`config.mk`:
```
export PLATFORM = sky130hd
export DESIGN_NAME = dual_stack_shared_memory_core
export DESIGN_NICKNAME = d
export VERILOG_FILES = /design/src/design/dssm_pkg.sv /design/src/design/dssm_front.sv /design/src/design/dssm_back.sv /design/src/design/dssm_out_fifo.sv /design/src/design/dual_stack_shared_memory_core.sv
export SDC_FILE = /design/constraint.sdc
export NUM_CORES = 1
export LEC_CHECK = 0
export ABC_AREA = 1
export BUFFER_PORTS_ARGS = -buffer_cell sky130_fd_sc_hd__buf_2
export CAP_MARGIN = 10
export CORE_MARGIN = 5
export CORE_UTILIZATION = 33
export DETAILED_ROUTE_END_ITERATION = 8
export HOLD_SLACK_MARGIN = 0.15
export PLACE_DENSITY = 0.52
export SKIP_CTS_REPAIR_TIMING = 1
export SLEW_MARGIN = 20
export SYNTH_ARGS = -nofsm -noshare
export SYNTH_HDL_FRONTEND = slang
export SYNTH_SLANG_ARGS = --single-unit
```
`constraint.sdc`:
```
create_clock -name clk -period 5.08 [get_ports clk]
set_clock_uncertainty 0.1 [all_clocks]
set_input_delay 0.508 -clock clk [delete_from_list [all_inputs] [get_ports clk]]
set_output_delay 0.508 -clock clk [all_outputs]
set_load 0.03 [all_outputs]
```
`src/design/dssm_pkg.sv`:
```
// ============================================================================
// dssm_pkg: shared types and constants for the dual stack core
// Holds the command and result records and the codes that the front end,
// the back end and the result queue have in common.
// ============================================================================
package dssm_pkg;

  localparam int DATA_W        = 32;
  localparam int FUNC_W        = 3;
  localparam int STATUS_W      = 2;
  localparam int DEPTH_DEFAULT = 16;

  // Result queue between the back end and the output ports.
  localparam int OUT_DEPTH = 4;
  localparam int OUT_AW    = $clog2(OUT_DEPTH);
  localparam int OUT_CW    = $clog2(OUT_DEPTH + 1);

  // Command queue between the front end and the back end.
  localparam int CMD_DEPTH = 2;
  localparam int CMD_AW    = $clog2(CMD_DEPTH);
  localparam int CMD_CW    = $clog2(CMD_DEPTH + 1);

  // Operation codes on the func input.
  localparam logic [FUNC_W-1:0] FUNC_PUSH_LO = 3'd0;
  localparam logic [FUNC_W-1:0] FUNC_POP_LO  = 3'd1;
  localparam logic [FUNC_W-1:0] FUNC_DUMP_LO = 3'd2;
  localparam logic [FUNC_W-1:0] FUNC_PUSH_HI = 3'd3;
  localparam logic [FUNC_W-1:0] FUNC_POP_HI  = 3'd4;
  localparam logic [FUNC_W-1:0] FUNC_DUMP_HI = 3'd5;

  // Status codes on the result.
  localparam logic [STATUS_W-1:0] ST_OK    = 2'd0;
  localparam logic [STATUS_W-1:0] ST_FULL  = 2'd1;
  localparam logic [STATUS_W-1:0] ST_EMPTY = 2'd2;

  typedef enum logic [1:0] {
    OP_PUSH,
    OP_POP,
    OP_DUMP
  } op_t;

  typedef struct packed {
    op_t                      op;
    logic                     hi;     // 1 selects the stack that grows down
    logic signed [DATA_W-1:0] value;
  } cmd_t;

  typedef struct packed {
    logic signed [DATA_W-1:0] data;
    logic [STATUS_W-1:0]      status;
    logic                     last;
  } res_t;

  typedef enum logic {
    BK_RUN,
    BK_DUMP
  } bk_state_t;

endpackage

```
`src/design/dssm_front.sv`:
```
// ============================================================================
// dssm_front: input acceptance and command decoding
// Decodes func into a command record and holds up to two commands for the
// back end. Unused func codes are taken and dropped.
// ============================================================================
module dssm_front (
  input  logic                                clk,
  input  logic                                rst,
  input  logic                                push,
  output logic                                full,
  input  logic [dssm_pkg::FUNC_W-1:0]         func,
  input  logic signed [dssm_pkg::DATA_W-1:0]  push_value,
  output logic                                cmd_valid,
  output dssm_pkg::cmd_t                      cmd,
  input  logic                                cmd_take
);

  dssm_pkg::cmd_t                    slots [dssm_pkg::CMD_DEPTH];
  logic [dssm_pkg::CMD_AW-1:0]       wptr;
  logic [dssm_pkg::CMD_AW-1:0]       rptr;
  logic [dssm_pkg::CMD_CW-1:0]       cnt;
  logic [dssm_pkg::CMD_CW-1:0]       cnt_next;
  dssm_pkg::cmd_t                    decoded;
  logic                              op_ok;
  logic                              enq;

  always_comb begin
    decoded.value = push_value;
    decoded.op    = dssm_pkg::OP_PUSH;
    decoded.hi    = 1'b0;
    op_ok         = 1'b1;
    unique case (func)
      dssm_pkg::FUNC_PUSH_LO: decoded.op = dssm_pkg::OP_PUSH;
      dssm_pkg::FUNC_POP_LO:  decoded.op = dssm_pkg::OP_POP;
      dssm_pkg::FUNC_DUMP_LO: decoded.op = dssm_pkg::OP_DUMP;
      dssm_pkg::FUNC_PUSH_HI: begin
        decoded.op = dssm_pkg::OP_PUSH;
        decoded.hi = 1'b1;
      end
      dssm_pkg::FUNC_POP_HI: begin
        decoded.op = dssm_pkg::OP_POP;
        decoded.hi = 1'b1;
      end
      dssm_pkg::FUNC_DUMP_HI: begin
        decoded.op = dssm_pkg::OP_DUMP;
        decoded.hi = 1'b1;
      end
      default: op_ok = 1'b0;
    endcase
  end

  assign full      = (cnt == dssm_pkg::CMD_CW'(dssm_pkg::CMD_DEPTH));
  assign cmd_valid = (cnt != '0);
  assign cmd       = slots[rptr];
  assign enq       = push && !full && op_ok;

  always_comb begin
    cnt_next = cnt;
    if (enq && !cmd_take) begin
      cnt_next = cnt + 1'b1;
    end else if (!enq && cmd_take) begin
      cnt_next = cnt - 1'b1;
    end
  end

  always_ff @(posedge clk) begin
    if (rst) begin
      wptr <= '0;
      rptr <= '0;
      cnt  <= '0;
    end else begin
      cnt <= cnt_next;
      if (enq) begin
        wptr <= wptr + 1'b1;
      end
      if (cmd_take) begin
        rptr <= rptr + 1'b1;
      end
    end
  end

  always_ff @(posedge clk) begin
    if (enq) begin
      slots[wptr] <= decoded;
    end
  end

endmodule

```
`src/design/dssm_back.sv`:
```
// ============================================================================
// dssm_back: stack execution unit
// Owns the shared word store and both stack counts. Carries out one command
// step per cycle given queue room; it registers each result before queuing.
// ============================================================================
module dssm_back #(
  parameter int DEPTH = dssm_pkg::DEPTH_DEFAULT
) (
  input  logic                          clk,
  input  logic                          rst,
  input  logic                          cmd_valid,
  input  dssm_pkg::cmd_t                cmd,
  output logic                          cmd_take,
  input  logic [dssm_pkg::OUT_CW-1:0]   out_count,
  output logic                          res_valid,
  output dssm_pkg::res_t                res
);

  localparam int AW = (DEPTH > 1) ? $clog2(DEPTH) : 1;
  localparam int CW = $clog2(DEPTH + 1);
  localparam logic [CW-1:0] DEPTH_C   = CW'(DEPTH);
  localparam logic [CW:0]   DEPTH_SUM = (CW + 1)'(DEPTH);
  localparam logic [AW-1:0] TOP_ADDR  = AW'(DEPTH - 1);

  logic signed [dssm_pkg::DATA_W-1:0] store [DEPTH];
  logic signed [dssm_pkg::DATA_W-1:0] mem_q;

  dssm_pkg::bk_state_t state;
  dssm_pkg::bk_state_t state_next;
  logic [CW-1:0]       low_count;
  logic [CW-1:0]       low_count_next;
  logic [CW-1:0]       high_count;
  logic [CW-1:0]       high_count_next;
  logic [AW-1:0]       ptr;
  logic [AW-1:0]       ptr_next;

  logic                          room;
  logic                          stacks_full;
  logic [CW-1:0]                 cnt_sel;
  logic [AW-1:0]                 first;
  logic [AW-1:0]                 sel_addr;
  logic                          at_end;
  logic [AW-1:0]                 step_addr;
  logic                          wr_en;
  logic [AW-1:0]                 wr_addr;
  logic                          rd_en;
  logic [AW-1:0]                 rd_addr;
  logic                          iss;
  logic [dssm_pkg::STATUS_W-1:0] iss_status;
  logic                          iss_last;
  logic                          iss_mem;
  logic [dssm_pkg::STATUS_W-1:0] res_status;
  logic                          res_last;
  logic                          res_mem;

  // A step may issue only if its result is sure of a slot in the queue.
  assign room = ({1'b0, out_count} + {{dssm_pkg::OUT_CW{1'b0}}, res_valid})
                < (dssm_pkg::OUT_CW + 1)'(dssm_pkg::OUT_DEPTH);

  assign stacks_full = ({1'b0, low_count} + {1'b0, high_count}) >= DEPTH_SUM;
  assign cnt_sel     = cmd.hi ? high_count : low_count;
  assign first       = cmd.hi ? AW'(DEPTH_C - high_count) : AW'(low_count - CW'(1));
  assign sel_addr    = (state == dssm_pkg::BK_DUMP) ? ptr : first;
  assign at_end      = cmd.hi ? (sel_addr == TOP_ADDR) : (sel_addr == '0);
  assign step_addr   = cmd.hi ? (sel_addr + 1'b1) : (sel_addr - 1'b1);

  always_comb begin
    state_next      = state;
    ptr_next        = ptr;
    low_count_next  = low_count;
    high_count_next = high_count;
    cmd_take        = 1'b0;
    wr_en           = 1'b0;
    wr_addr         = AW'(low_count);
    rd_en           = 1'b0;
    rd_addr         = sel_addr;
    iss             = 1'b0;
    iss_status      = dssm_pkg::ST_OK;
    iss_last        = 1'b1;
    iss_mem         = 1'b0;
    unique case (state)
      dssm_pkg::BK_RUN: begin
        if (cmd_valid && room) begin
          iss = 1'b1;
          unique case (cmd.op)
            dssm_pkg::OP_PUSH: begin
              cmd_take = 1'b1;
              if (stacks_full) begin
                iss_status = dssm_pkg::ST_FULL;
              end else if (cmd.hi) begin
                wr_en           = 1'b1;
                wr_addr         = AW'(DEPTH_C - CW'(1) - high_count);
                high_count_next = high_count + 1'b1;
              end else begin
                wr_en          = 1'b1;
                low_count_next = low_count + 1'b1;
              end
            end
            dssm_pkg::OP_POP: begin
              cmd_take = 1'b1;
              if (cnt_sel == '0) begin
                iss_status = dssm_pkg::ST_EMPTY;
              end else begin
                rd_en   = 1'b1;
                iss_mem = 1'b1;
                if (cmd.hi) begin
                  high_count_next = high_count - 1'b1;
                end else begin
                  low_count_next = low_count - 1'b1;
                end
              end
            end
            dssm_pkg::OP_DUMP: begin
              if (cnt_sel == '0) begin
                cmd_take   = 1'b1;
                iss_status = dssm_pkg::ST_EMPTY;
              end else begin
                rd_en    = 1'b1;
                iss_mem  = 1'b1;
                iss_last = at_end;
                if (at_end) begin
                  cmd_take = 1'b1;
                end else begin
                  state_next = dssm_pkg::BK_DUMP;
                  ptr_next   = step_addr;
                end
              end
            end
            default: cmd_take = 1'b1;
          endcase
        end
      end
      dssm_pkg::BK_DUMP: begin
        if (room) begin
          iss      = 1'b1;
          rd_en    = 1'b1;
          iss_mem  = 1'b1;
          iss_last = at_end;
          if (at_end) begin
            cmd_take   = 1'b1;
            state_next = dssm_pkg::BK_RUN;
          end else begin
            ptr_next = step_addr;
          end
        end
      end
      default: state_next = dssm_pkg::BK_RUN;
    endcase
  end

  always_ff @(posedge clk) begin
    if (rst) begin
      state      <= dssm_pkg::BK_RUN;
      low_count  <= '0;
      high_count <= '0;
      res_valid  <= 1'b0;
    end else begin
      state      <= state_next;
      low_count  <= low_count_next;
      high_count <= high_count_next;
      res_valid  <= iss;
    end
  end

  always_ff @(posedge clk) begin
    ptr        <= ptr_next;
    res_status <= iss_status;
    res_last   <= iss_last;
    res_mem    <= iss_mem;
  end

  always_ff @(posedge clk) begin
    if (wr_en) begin
      store[wr_addr] <= cmd.value;
    end
    if (rd_en) begin
      mem_q <= store[rd_addr];
    end
  end

  assign res.data   = res_mem ? mem_q : '0;
  assign res.status = res_status;
  assign res.last   = res_last;

endmodule

```
`src/design/dssm_out_fifo.sv`:
```
// ============================================================================
// dssm_out_fifo: result queue
// Small queue of finished results; it reports its fill so that the back end
// never issues more than it can hold.
// ============================================================================
module dssm_out_fifo (
  input  logic                         clk,
  input  logic                         rst,
  input  logic                         wr_valid,
  input  dssm_pkg::res_t               wr_res,
  input  logic                         rd_pop,
  output logic                         empty,
  output dssm_pkg::res_t               head,
  output logic [dssm_pkg::OUT_CW-1:0]  count
);

  dssm_pkg::res_t               slots [dssm_pkg::OUT_DEPTH];
  logic [dssm_pkg::OUT_AW-1:0]  wptr;
  logic [dssm_pkg::OUT_AW-1:0]  rptr;
  logic [dssm_pkg::OUT_CW-1:0]  count_next;
  logic                         deq;

  assign empty = (count == '0);
  assign head  = slots[rptr];
  assign deq   = rd_pop && !empty;

  always_comb begin
    count_next = count;
    if (wr_valid && !deq) begin
      count_next = count + 1'b1;
    end else if (!wr_valid && deq) begin
      count_next = count - 1'b1;
    end
  end

  always_ff @(posedge clk) begin
    if (rst) begin
      wptr  <= '0;
      rptr  <= '0;
      count <= '0;
    end else begin
      count <= count_next;
      if (wr_valid) begin
        wptr <= wptr + 1'b1;
      end
      if (deq) begin
        rptr <= rptr + 1'b1;
      end
    end
  end

  always_ff @(posedge clk) begin
    if (wr_valid) begin
      slots[wptr] <= wr_res;
    end
  end

endmodule

```
`src/design/dual_stack_shared_memory_core.sv`:
```
// ============================================================================
// dual_stack_shared_memory_core: two stacks sharing one word store
// Top level joining the command front end, the execution back end and the
// result queue.
// ============================================================================
// Usage. Both sides look like a queue. An item (func, push_value) transfers
// at a rising edge with push high and full low. A result (data, status,
// last) is on the result ports while empty is low and transfers at a rising
// edge with pop high and empty low; results leave in order, and last marks
// the final result of each item.
// Each push or pop gives one result; a dump gives one result per entry of
// the chosen stack, top first, or a single empty result for an empty stack.
// Unused func codes are accepted and give no result.
// An item enters the command queue at its transfer edge; the back end then
// reads the store into its result register, and the result queue takes the
// result from there. Throughput: the back end retires one push or pop per
// cycle and streams one dump entry per cycle while the result queue has
// room; a dump holds the back end until its last entry. The single read port
// of the store sets this rate.
// Reset clears both stack counts and all queues; the store keeps whatever it
// held, and no word is read before it has been written.
// When the receiver stalls, results build up in a four-entry queue; the back
// end then stops, the two-entry command queue fills and full is raised.
// ============================================================================
module dual_stack_shared_memory_core #(
  parameter int DEPTH = dssm_pkg::DEPTH_DEFAULT
) (
  input  logic                                clk,
  input  logic                                rst,
  input  logic                                push,
  output logic                                full,
  input  logic [dssm_pkg::FUNC_W-1:0]         func,
  input  logic signed [dssm_pkg::DATA_W-1:0]  push_value,
  output logic                                empty,
  input  logic                                pop,
  output logic signed [dssm_pkg::DATA_W-1:0]  data,
  output logic [dssm_pkg::STATUS_W-1:0]       status,
  output logic                                last
);

  // Command path from the front end to the back end.
  logic            cmd_valid;
  dssm_pkg::cmd_t  cmd;
  logic            cmd_take;

  // Result path from the back end into the result queue.
  logic                          res_valid;
  dssm_pkg::res_t                res;
  dssm_pkg::res_t                head;
  logic [dssm_pkg::OUT_CW-1:0]   out_count;

  dssm_front u_front (
    .clk        (clk),
    .rst        (rst),
    .push       (push),
    .full       (full),
    .func       (func),
    .push_value (push_value),
    .cmd_valid  (cmd_valid),
    .cmd        (cmd),
    .cmd_take   (cmd_take)
  );

  // The back end only issues a step when the result queue has a slot free
  // for it, counting the result still in its own output register.
  dssm_back #(
    .DEPTH (DEPTH)
  ) u_back (
    .clk       (clk),
    .rst       (rst),
    .cmd_valid (cmd_valid),
    .cmd       (cmd),
    .cmd_take  (cmd_take),
    .out_count (out_count),
    .res_valid (res_valid),
    .res       (res)
  );

  dssm_out_fifo u_out (
    .clk      (clk),
    .rst      (rst),
    .wr_valid (res_valid),
    .wr_res   (res),
    .rd_pop   (pop),
    .empty    (empty),
    .head     (head),
    .count    (out_count)
  );

  assign data   = head.data;
  assign status = head.status;
  assign last   = head.last;

endmodule
```
==> Yosys cells after proc, flatten, opt, wreduce, memory -nomap -nowiden <==
Memory sizes are Yosys's and may differ from the RTL's. A register that Yosys moved wholly into a read port is not among the register bits.
Cells that the tools add are included.
{ "word_totals": {"inputBits": 39, "mem_count": 3, "out_inout_bits": 37, "word_cells": 165, "ram_bits": 722, "regBits": 31} }
{ "memory_table": {"columns": ["name", "words", "word_bits", "rd", "rd_ports_with_merged_regs", "wr", "line", "rtl"], "rows": [
  ["u_back.store", 16, 32, 1, 1, 1, "dssm_back.sv:25", "logic signed [dssm_pkg::DATA_W-1:0] store [DEPTH];"],
  ["u_out.slots", 4, 35, 1, 1, 1, "dssm_out_fifo.sv:17", "dssm_pkg::res_t slots [dssm_pkg::OUT_DEPTH];"],
  ["u_front.slots", 2, 35, 1, 1, 1, "dssm_front.sv:18", "dssm_pkg::cmd_t slots [dssm_pkg::CMD_DEPTH];"]
]} }
{ "op_classes": {"order_cmp": 2, "n_bitwise": 2, "muxes": 75, "reduce_logical": 32, "add_sub_neg": 18, "n_eq_ne": 19} }
{ "ops": {"columns": ["operator", "n"], "rows": [
  ["$mux W4", 13],
  ["$mux W5", 9],
  ["$mux W1", 35],
  ["$mux W32", 1],
  ["$pmux W5 S2", 2],
  ["$ne A2 B2 Y1 const B", 7],
  ["$reduce_and A7 Y1", 2],
  ["$add A5 B1 Y5 const B", 2],
  ["$mux W2", 5],
  ["$pmux W1 S2", 5],
  ["$sub A5 B1 Y5 const B", 2],
  ["$logic_and A1 B1 Y1", 8],
  ["$pmux W2 S2", 2],
  ["$pmux W4 S2", 1],
  ["$reduce_bool A2 Y1", 4],
  ["$reduce_or A2 Y1", 4],
  ["$add A2 B1 Y2 const B", 3],
  ["$add A5 B5 Y6", 1],
  ["$eq A3 B2 Y1 const B", 2],
  ["$eq A3 B3 Y1 const B", 2],
  ["$ge A6 B5 Y1 const B", 1],
  ["$logic_not A1 Y1", 6],
  ["$logic_not A3 Y1", 2],
  ["$mux W3", 2],
  ["22 further kinds", 27]
]} }

==> Logic depth before layout (Yosys ltp) <==
{ "logic_depth": {"depth_word": 13, "depth_mapped": 21, "depth_no_buf": 21} }

==> Cells and area by module <==
Synthesis repeated with hierarchy kept, for this count alone.
{ "hier_totals": {"cells_unflattened": 2282, "area_unflattened_um2": 31813.0} }
{ "by_module_without_submodules": {"columns": ["module", "n_inst", "area_each_um2", "seq_area_each_um2", "cells_per_inst"], "rows": [
  ["dssm_back", 1, 23218.5, 16776.1, 1727],
  ["dssm_out_fifo", 1, 5637.9, 4384.2, 401],
  ["dssm_front", 1, 2956.6, 2202.1, 154]
]} }

==> Worst setup path before layout <==
OpenSTA, ideal clock, no wires.
{ "synth_path": {"path_type": "register to register", "from": "register (tool-made name)", "to": "register u_back.mem_q[0] (netlist bit) (read register of u_back.store) (enable)", "synth_period_minus_slack_ps": 4014, "setup_time_ps": 467, "path_stages_with_launch": 8, "slack_ps": 1066, "n_path_buf": 1, "arrival_time_ps": 3447, "required_time_ps": 4513, "cell_sequence": "dfxtp_1 buf_6 inv_6 or2_2 o21ai_0 ha_1 nand2_1 o21ai_0"} }
{ "synth_rtl": {"columns": ["item", "line", "rtl"], "rows": [
  ["end, declared", "dssm_back.sv:26", "logic signed [dssm_pkg::DATA_W-1:0] mem_q;"]
]} }

==> qor.yml <==
avgSynthCellArea_sq_um: 13.11
htreeDepth: 3
cp-start-kind: "flip-flop"
dp_hpwl_microns: 48680
grt_antenna_before_repair: 3
routedWlPerCell_microns: 21.00
syn_inst: 2400
viasPerCell: 5.027
place_area_sq_mm: 0.03325
synthTopCellsByArea: "edfxtp_1 (72%), nand2_1 (4.9%), o21ai_0 (3.2%), o211ai_1 (3.1%), nand4_1 (2.6%)"
drc_errors: 0
finalSetupTns_ps: 0
max_freq_ghz: 0.2580
routed-wl-met3_microns: 5912
synth_warnings: 0
cp.arrival_ps: 4250
ys.flop_type: "edfxtp_1"
drtIter0Drc: 1663
syn2layout_area_growth_pct: 15.92
final_net_count: 2553
setup_ws_ps: 1204
syn_nets: 2464
end_kind: "flip-flop"
peakVddDrop_mv: 0.4565
rsz0062_at_grt: "false"
dr.pass1.iters: 5
place_worst_setup_slack_ps: 1217
slew_headroom: 0.2941
cts.sinks: 788
die-area_sq_mm: 0.1016
async_reset_ff_frac: 0
top_layer_used: "met4"
path_class: "flip-flop to flip-flop"
setup-violations-final: 0
synth.distinct_cells: 37
dr_wl_met2_microns: 35180
hold_viol: 0
drtAntennaViolNets: 0
fp.dieW_microns: 318.8
finalMaxSlewViolations: 0
cts_root_buf: "clkbuf_16"
post-route-util: 0.3844
grt_remaining_overflow: 0
grt_use_total: 0.1524
grt_pass1_vias: 18790
status: "finished clean"
cp.required_ps: 5460
m1WireLength_microns: 37680
p_per_area_mw_per_mm2: 663.9
drive_gt1_frac: 0.1094
synth_edf_count: 758
hold_class: "input pin to flip-flop"
start_util: 0.3317
drt_wl_total_microns: 80320
synth-seq-area-share: 0.7425
finalCriticalPeriod_ps: 3876
gp_congestion: 0.8237
crit_path_max_fanout: 114
num-fill-cells: 8925
via_count: 19230
synth_seq_cells: 788
grt_pass1_wl_microns: 119900
yosysTopAreaCell: "edfxtp_1"
fin_crit_sh: 0.7629
io_buffers: 75
worstMarginPinSlew_ps: 1056
yosysTopAreaCellShare: 0.7234
drv_cap: 0
numCtsBuffers: 85
syn_area_sq_mm: 0.03146
clk_latency_ps: 620
io_pins: 76
core_area_sq_mm: 0.09487
die_h_microns: 318.8
core.rowCount: 113
grt_start_max_net_pins: 115
finalPower_mw: 24.22
leakage_nw: 12.37
ctsLongestPathBuffers: 3
clk_pin_slew_worst_paths_ps: 60
cts_tree: "yes"
finish.instance_area_sq_mm: 0.03647
[kinds of logic (layout without fill, tap and decap cells)]
logic type                 count (synthesis)  in the layout  synth area share
adders and majority gates                 25             25           0.01066
other                                      0              1                 0
AOI/OAI and AO/OA                        459            459           0.08582
xor gates and xnor gates                  12             12          0.003340
and+or+nand+nor                          852            852            0.1207
DFF                                      788            788            0.7425
buffers and inverters                    264            423           0.03698
[worst max-delay path, stage by stage, from the launching register on]
cell and delay, ps:
dfxtp_2 360, inv_6 230, nand2_4 110, nand2_4 150, nand2_4 70, nand3_2 110
nand2_8 270, inv_6 830, buf_4 540, o211ai_1 150, o211ai_1 210, nand4_1 310
nand2_1 150
[through the flow]
stage | hold slack (ps) | instances
after floorplan | 336.3 | 2400
after global placement | 353.6 | 3627
after detailed placement | 366.9 | 3630
after CTS | -64.60 | 3787
after global routing | 164.9 | 3824
final | 165.0 | 3825
[state kept, by name (all words and copies together) (netlist names), named ones only]
signal	cells
u_back.store	512
u_out.slots	140
u_front.slots	70
u_back.mem_q	32
u_back.high_count	5
u_back.low_count	5
u_back.ptr	4
u_out.count	3
u_back.res_status	2
u_front.cnt	2
u_out.rptr	2
u_out.wptr	2
u_back.res_last	1
u_back.res_mem	1
u_back.res_valid	1
u_back.state	1
u_front.rptr	1
u_front.wptr	1
[synth_stat cells, drive strengths merged, types with 3 or more instances]
| cell | number |
|---|---|
| a21oi | 28 |
| buf | 85 |
| clkbuf | 59 |
| dfxtp | 30 |
| edfxtp | 758 |
| fa | 3 |
| ha | 22 |
| inv | 119 |
| nand2 | 417 |
| nand3 | 35 |
| nand4 | 130 |
| nor2 | 197 |
| nor3 | 5 |
| o211ai | 128 |
| o21ai | 243 |
| o22ai | 57 |
| or2 | 67 |
| xnor2 | 4 |
| xor2 | 8 |
[final timing paths]
path / start / to / slack (ps) / depth (start not counted)
worst min-delay path: rst / u_out.count[0] / 170 / 2
worst max-delay path: flip-flop / u_back.mem_q[6] / 1200 / 12
worst min register to register: u_out.rptr[0] / u_out.rptr[0] / 380 / 1
worst max register to register: flip-flop / u_back.mem_q[6] / 1200 / 12
[cell usage in the layout (no fill, tap or decap), types with 4 or more instances in the layout]
master,instances
xor2_1,8
a21oi_1,28
inv_1,112
nor2_1,178
o21ai_0,200
inv_2,4
dfxtp_1,28
buf_12,12
nand2_4,5
inv_6,5
dlygate4sd3_1,32
clkinv_2,14
clkbuf_16,87
nand3_1,33
nand4_1,130
bufinv_16,10
or2_1,11
nor3_1,5
o22ai_1,57
edfxtp_1,758
buf_4,26
clkinvlp_4,4
nand2_1,408
clkbuf_1,14
or2_0,53
ha_1,22
clkinv_1,22
buf_2,75
o21ai_1,41
o211ai_1,128
nor2_4,18
xnor2_1,4
[where the power goes]
part / total [mW] / switching [mW] / leakage, nW / internal (mW)
Sequential: 8.64 / 0.283 / 7.15 / 8.36
Clock: 6.17 / 2.49 / 1.36 / 3.67
Combinational: 9.41 / 7.05 / 3.86 / 2.36
[cell type report]
type | instances | area, sq um | area share
sequential | 788 | 23360 | 0.6406
multi-input combinational | 1348 | 7106 | 0.1948
clock buffer | 103 | 2257 | 0.06189
tap | 1265 | 1583 | 0.04340
timing repair buffer | 146 | 1159 | 0.03177
clock inverter | 54 | 538.0 | 0.01475
inverter | 120 | 462.9 | 0.01269
antenna | 1 | 2.502 | 0.00006861
[metal layers]
layer / vias to the layer above / track usage
met5: - / 0
met4: 0 / 0.03426
met3: 114 / 0.04103
met2: 599 / 0.2267
met1: 9551 / 0.2248
li1: 8966 / -
Power figures use the tool's default switching activity.
